## src/hw/rtl/bf_pkg.sv

```systemverilog
// Shared types and constants for the Blowfish block cipher core.
// No dependencies; every other file in hw/rtl imports this package.
package bf_pkg;

  localparam int unsigned SUBKEY_COUNT = 18;
  localparam int unsigned SBOX_COUNT   = 4;
  localparam int unsigned SBOX_ENTRIES = 256;
  localparam int unsigned ROUNDS       = 16;
  // Request queue depth between front and back; must be a power of two.
  localparam int unsigned QUEUE_DEPTH  = 2;

  localparam int unsigned WORD_W    = 32;
  localparam int unsigned LOAD_IDX_W = 10;
  localparam int unsigned KEY_IDX_W = $clog2(SUBKEY_COUNT);
  localparam int unsigned SBOX_IDX_W = $clog2(SBOX_ENTRIES);
  localparam int unsigned SBOX_SEL_W = $clog2(SBOX_COUNT);
  localparam int unsigned ROUND_W   = $clog2(ROUNDS);
  localparam int unsigned QPTR_W    = $clog2(QUEUE_DEPTH);
  localparam int unsigned QCNT_W    = $clog2(QUEUE_DEPTH + 1);

  typedef enum logic [1:0] {
    OP_ENC  = 2'd0,
    OP_DEC  = 2'd1,
    OP_KEY  = 2'd2,
    OP_SBOX = 2'd3
  } bf_op_e;

  // One queued request. Field a carries the load word for loads and the
  // left half for cipher requests; b carries the right half.
  typedef struct packed {
    bf_op_e                op;
    logic [LOAD_IDX_W-1:0] idx;
    logic [WORD_W-1:0]     a;
    logic [WORD_W-1:0]     b;
  } bf_req_t;

  typedef struct packed {
    logic    valid;
    bf_req_t req;
  } bf_qout_t;

  typedef struct packed {
    logic [QCNT_W-1:0] count;
  } bf_fstat_t;

  typedef struct packed {
    logic               running;
    logic [ROUND_W-1:0] round;
  } bf_bstat_t;

endpackage

```

## src/hw/rtl/bf_front.sv

```systemverilog
// Front end: accepts requests, classifies them and holds them in a short queue.
// Depends on bf_pkg.
module bf_front (
  input  logic                          clk_i,
  input  logic                          rst_ni,
  input  logic                          start_i,
  input  logic [1:0]                    cmd_i,
  input  logic [bf_pkg::LOAD_IDX_W-1:0] load_index_i,
  input  logic [bf_pkg::WORD_W-1:0]     load_word_i,
  input  logic [bf_pkg::WORD_W-1:0]     left_in_i,
  input  logic [bf_pkg::WORD_W-1:0]     right_in_i,
  output logic                          busy_o,
  input  logic                          pop_i,
  output bf_pkg::bf_qout_t              q_o,
  output bf_pkg::bf_fstat_t             stat_o
);
  import bf_pkg::*;

  bf_req_t           fifo_q [QUEUE_DEPTH];
  logic [QPTR_W-1:0] wptr_q, wptr_d, rptr_q, rptr_d;
  logic [QCNT_W-1:0] cnt_q, cnt_d;
  bf_req_t           req;
  logic              keep, push, pop;

  always_comb begin
    req.op  = bf_op_e'(cmd_i);
    req.idx = load_index_i;
    req.a   = (req.op == OP_KEY || req.op == OP_SBOX) ? load_word_i : left_in_i;
    req.b   = right_in_i;
    // Subkey loads past the last subkey change nothing, so they are dropped here.
    keep = !(req.op == OP_KEY && load_index_i >= LOAD_IDX_W'(SUBKEY_COUNT));
  end

  assign busy_o = (cnt_q == QCNT_W'(QUEUE_DEPTH));
  assign push   = start_i && !busy_o && keep;
  assign pop    = pop_i && (cnt_q != '0);

  always_comb begin
    wptr_d = push ? wptr_q + QPTR_W'(1) : wptr_q;
    rptr_d = pop ? rptr_q + QPTR_W'(1) : rptr_q;
    cnt_d  = cnt_q + QCNT_W'(push) - QCNT_W'(pop);
  end

  always_ff @(posedge clk_i or negedge rst_ni) begin
    if (!rst_ni) begin
      wptr_q <= '0;
      rptr_q <= '0;
      cnt_q  <= '0;
    end else begin
      wptr_q <= wptr_d;
      rptr_q <= rptr_d;
      cnt_q  <= cnt_d;
    end
  end

  always_ff @(posedge clk_i) begin
    if (push) begin
      fifo_q[wptr_q] <= req;
    end
  end

  assign q_o.valid    = (cnt_q != '0);
  assign q_o.req      = fifo_q[rptr_q];
  assign stat_o.count = cnt_q;

endmodule

```

## config.mk

```make
export PLATFORM = sky130hd
export DESIGN_NAME = bf_front
export DESIGN_NICKNAME = d
export VERILOG_FILES = /design/src/hw/rtl/bf_pkg.sv /design/src/hw/rtl/bf_front.sv
export SDC_FILE = /design/constraint.sdc
export NUM_CORES = 1
export LEC_CHECK = 0
export ABC_CLOCK_PERIOD_IN_PS = 6300
export BUFFER_PORTS_ARGS = -buffer_cell sky130_fd_sc_hd__buf_4
export CAP_MARGIN = 0
export CORE_AREA = 8 8 152 154
export DETAILED_ROUTE_END_ITERATION = 8
export DIE_AREA = 0 0 160 162
export PLACE_DENSITY_LB_ADDON = 0.15
export SETUP_SLACK_MARGIN = 0.02
export SLEW_MARGIN = 20
export SYNTH_ARGS = -nofsm -noshare
export SYNTH_HDL_FRONTEND = slang
export SYNTH_SLANG_ARGS = --single-unit
export TNS_END_PERCENT = 20
```

## constraint.sdc

```tcl
create_clock -name clk_i -period 6.3 [get_ports clk_i]
set_input_delay 1.26 -clock clk_i [delete_from_list [all_inputs] [get_ports clk_i]]
set_output_delay 1.26 -clock clk_i [all_outputs]
set_load 0.01 [all_outputs]
```

==> key figures <==
CTS
  • # H-tree levels: 4
  • Clock Tree Buf Depth: 2
  • CTS root buf: clkbuf_16
  • CTS tree: done
  • Worst skew pair latency: ~400 ps
  • Clock buffer count from CTS: 17
  • CTS Hold Bufs: 0
  • Setup Fix Bufs, Post-CTS: 0
  • Clock slew at reported path FFs: 50 ps
  • # clock sinks: between 150 and 200
  • Post-cts repair resize count: 0

Place
  • Placed cell count: 757
  • Dpl hpwl: 9.52 mm
  • Final GP Congestion: slightly below 0.7
  • Port Buf Inserts: about 190

STA
  • Hold slack: between 500 and 600 ps
  • Fin crit share: 0.555
  • Final setup TNS: 0 ps
  • RSZ-0062 raised after global routing: false
  • Final Setup Violations: 0
  • Rel. slew slack: 0.363
  • Fmax: between 200 and 300 MHz
  • Post-layout minimum cycle time: approximately 3500 ps
  • Worst-margin pin slew: between 900 and 1000 ps
  • Hold Violations, Final: 0
  • Final Max Tran Viols: 0
  • Clock Skew: 5.41 ps

Setup path
  • Worst path max stage delay: between 700 and 800 ps
  • Crit-path leading delay family: simple AND/OR/NAND/NOR gates
  • Crit Path Max Fanout: between 50 and 60
  • Startpoint Class: input port
  • CP Data Arrival Time: roughly 3500 ps
  • Critical path class: input port to register
  • CP max stage cell: buf_4
  • Worst R2R Setup Slack: roughly 3700 ps
  • Buf+Inv Stages, Crit Path: 2
  • CP required: between 6000 and 7000 ps
  • CP dominant cell by count: buf_4
  • Critical Path End Type: register
  • Critical-path cell list: buf_4 > or4_4 > o21a_1 > nor2_4 > buf_4

Drt
  • Via count: around 3400
  • Initial DRC Count: 138
  • Routed Wire Length: 14.0 mm
  • Final ANT Viol Nets: 0
  • Via density per instance: around 4.3
  • Pre-antenna DRT Iters: 4
  • Wire per inst: between 15 and 20 µm
  • DRC: 0

Logic synthesis
  • Area leader, netlist: edfxtp_1
  • Sequential share of the synthesized area: 0.761
  • Yosys warning count: 0
  • Post-synth EDFFs: between 150 and 200
  • Synth async-reset ratio: 0.0256
  • Most numerous cell in the Yosys netlist: edfxtp_1
  • Post-synthesis compound-gate area fraction: 0.00776
  • XOR/XNOR Fraction of Synth Area: 0.00429
  • Top post-synthesis cells by area: edfxtp_1 (75%), mux2_2 (20%), dfrtp_1 (1.6%), buf_2 (0.90%), ha_1 (0.41%)
  • Yosys top cell area share: 0.745
  • Post-Syn Nets: between 400 and 500
  • Mean Syn Cell Area: slightly above 20 µm²
  • Simple-Gate Fraction of Synth Area: 0.0118
  • Synth Instances: between 300 and 400
  • Mux cell area share after synthesis: 0.199
  • Mapped Area: between 6000 and 7000 µm²
  • Main combinational cell family by area after synthesis: multiplexers
  • Main flop type after synthesis: edfxtp_1
  • Post-synth top cells: edfxtp_1 (152), mux2_2 (108), buf_2 (11)
  • #FFs+latches synth: between 150 and 200
  • Synth Area in Adders: 0.00408
  • Yosys cell types: 23

Floorplan
  • Starting Density: 0.296
  • Row Count: 53
  • Die area: between 20000 and 30000 µm²
  • DIE WIDTH: 160 µm
  • Core Box Area: slightly above 20000 µm²
  • Die extent in y: between 150 and 200 µm
  • I/O pin cnt: 192

Global routing
  • First-pass GRT wire length: 21.5 mm
  • Gr ovfl total: 0
  • Vias in the first global route: 3897
  • GRT Total Usage: 0.109
  • Initial antenna violation count: 0
  • Largest net degree at the start of global routing: 78

Power and ir drop
  • Worst VDD drop: between 0.15 and 0.2 mV
  • Power Density: about 420 nW/µm²
  • Final total power: approximately 3.6 mW
  • P_leak: between 3 and 4 nW

Final layout
  • Fin cells: around 800
  • # diodes: 0
  • Util after Layout: 0.412
  • Layout net count: 616
  • Area grow syn2layout: 39.3%
  • Share of layout cells above drive strength 1: 0.653

Run
  • Max Cap Violations: 0

Hold path
  • Min-Delay Path Class: register to register

Run status
  • Outcome: finished clean
-- cells in the final DEF (no fill, tap or decap), types with 2 or more instances in the layout --
cell type	count
xnor2_1	2
edfxtp_1	152
o211ai_1	2
bufinv_16	5
o2111ai_1	2
ha_1	2
inv_1	3
mux2_2	108
clkbuf_16	17
dfrtp_1	3
buf_4	193
clkinvlp_4	4
-- stage by stage --
step,setup slack [ps],instance area (µm²)
floorplan,593,6130
global placement,2330,7880
detailed placement,2310,7880
CTS,2760,8510
global route,2630,8530
finish,2800,8530
-- worst register-to-register path: cells and delay by family (launching register included) --
kind / cells / cell delay (ps)
flip-flops: 1 / 390
buffers and inverters: 1 / 740
AND/OR/NAND/NOR: 2 / 810
AO/OA/AOI/OAI: 1 / 230
-- cell type report --
class                           count  area (µm²)
Timing Repair Buffer              194        1480
Clock buffer                       18         429
Inverter                            3        11.3
Clock inverter                     12         198
Sequential cell                   156        4670
Multi-Input combinational cell    130        1410
Tap cell                          275         344
Fill cell                        1916       12200
-- per-layer routing --
layer  part of all wire  track usage
met5                  0            0
met4              0.012       0.0382
met3              0.089       0.0547
met2               0.45        0.166
met1               0.45        0.130
-- registers in the layout, summed over array words and instances (netlist names) --
register / cells
stat_o: 2
fifo_q: 152
rptr_q: 1
wptr_q: 1
-- power breakdown --
group	total (mW)	internal (mW)	switching, mW
clock network	1.08	0.696	0.383
registers	1.43	1.35	0.0792
logic	1.05	0.560	0.491
total	3.56	2.61	0.954
-- cell families after synthesis --
kind of cell | Yosys count
AOI/OAI and AO/OA | 6
xor gates and xnor gates | 3
adders and majority gates | 2
buffers and inverters | 16
DFF | 156
muxes | 108
and+or+nand+nor | 11
-- path summary, 6_finish.rpt --
path                                 start       endpoint  depth (start not counted)
max in group asynchronous           rst_ni         rptr_q                          1
min reg2reg                      stat_o[1]      stat_o[1]                          1
min                              stat_o[1]      stat_o[1]                          1
max reg2reg                      stat_o[0]  fifo_q[0][18]                          4
max                        load_index_i[8]  fifo_q[0][18]                          5
min in group asynchronous           rst_ni         wptr_q                          1
Power figures use the tool's default switching activity.
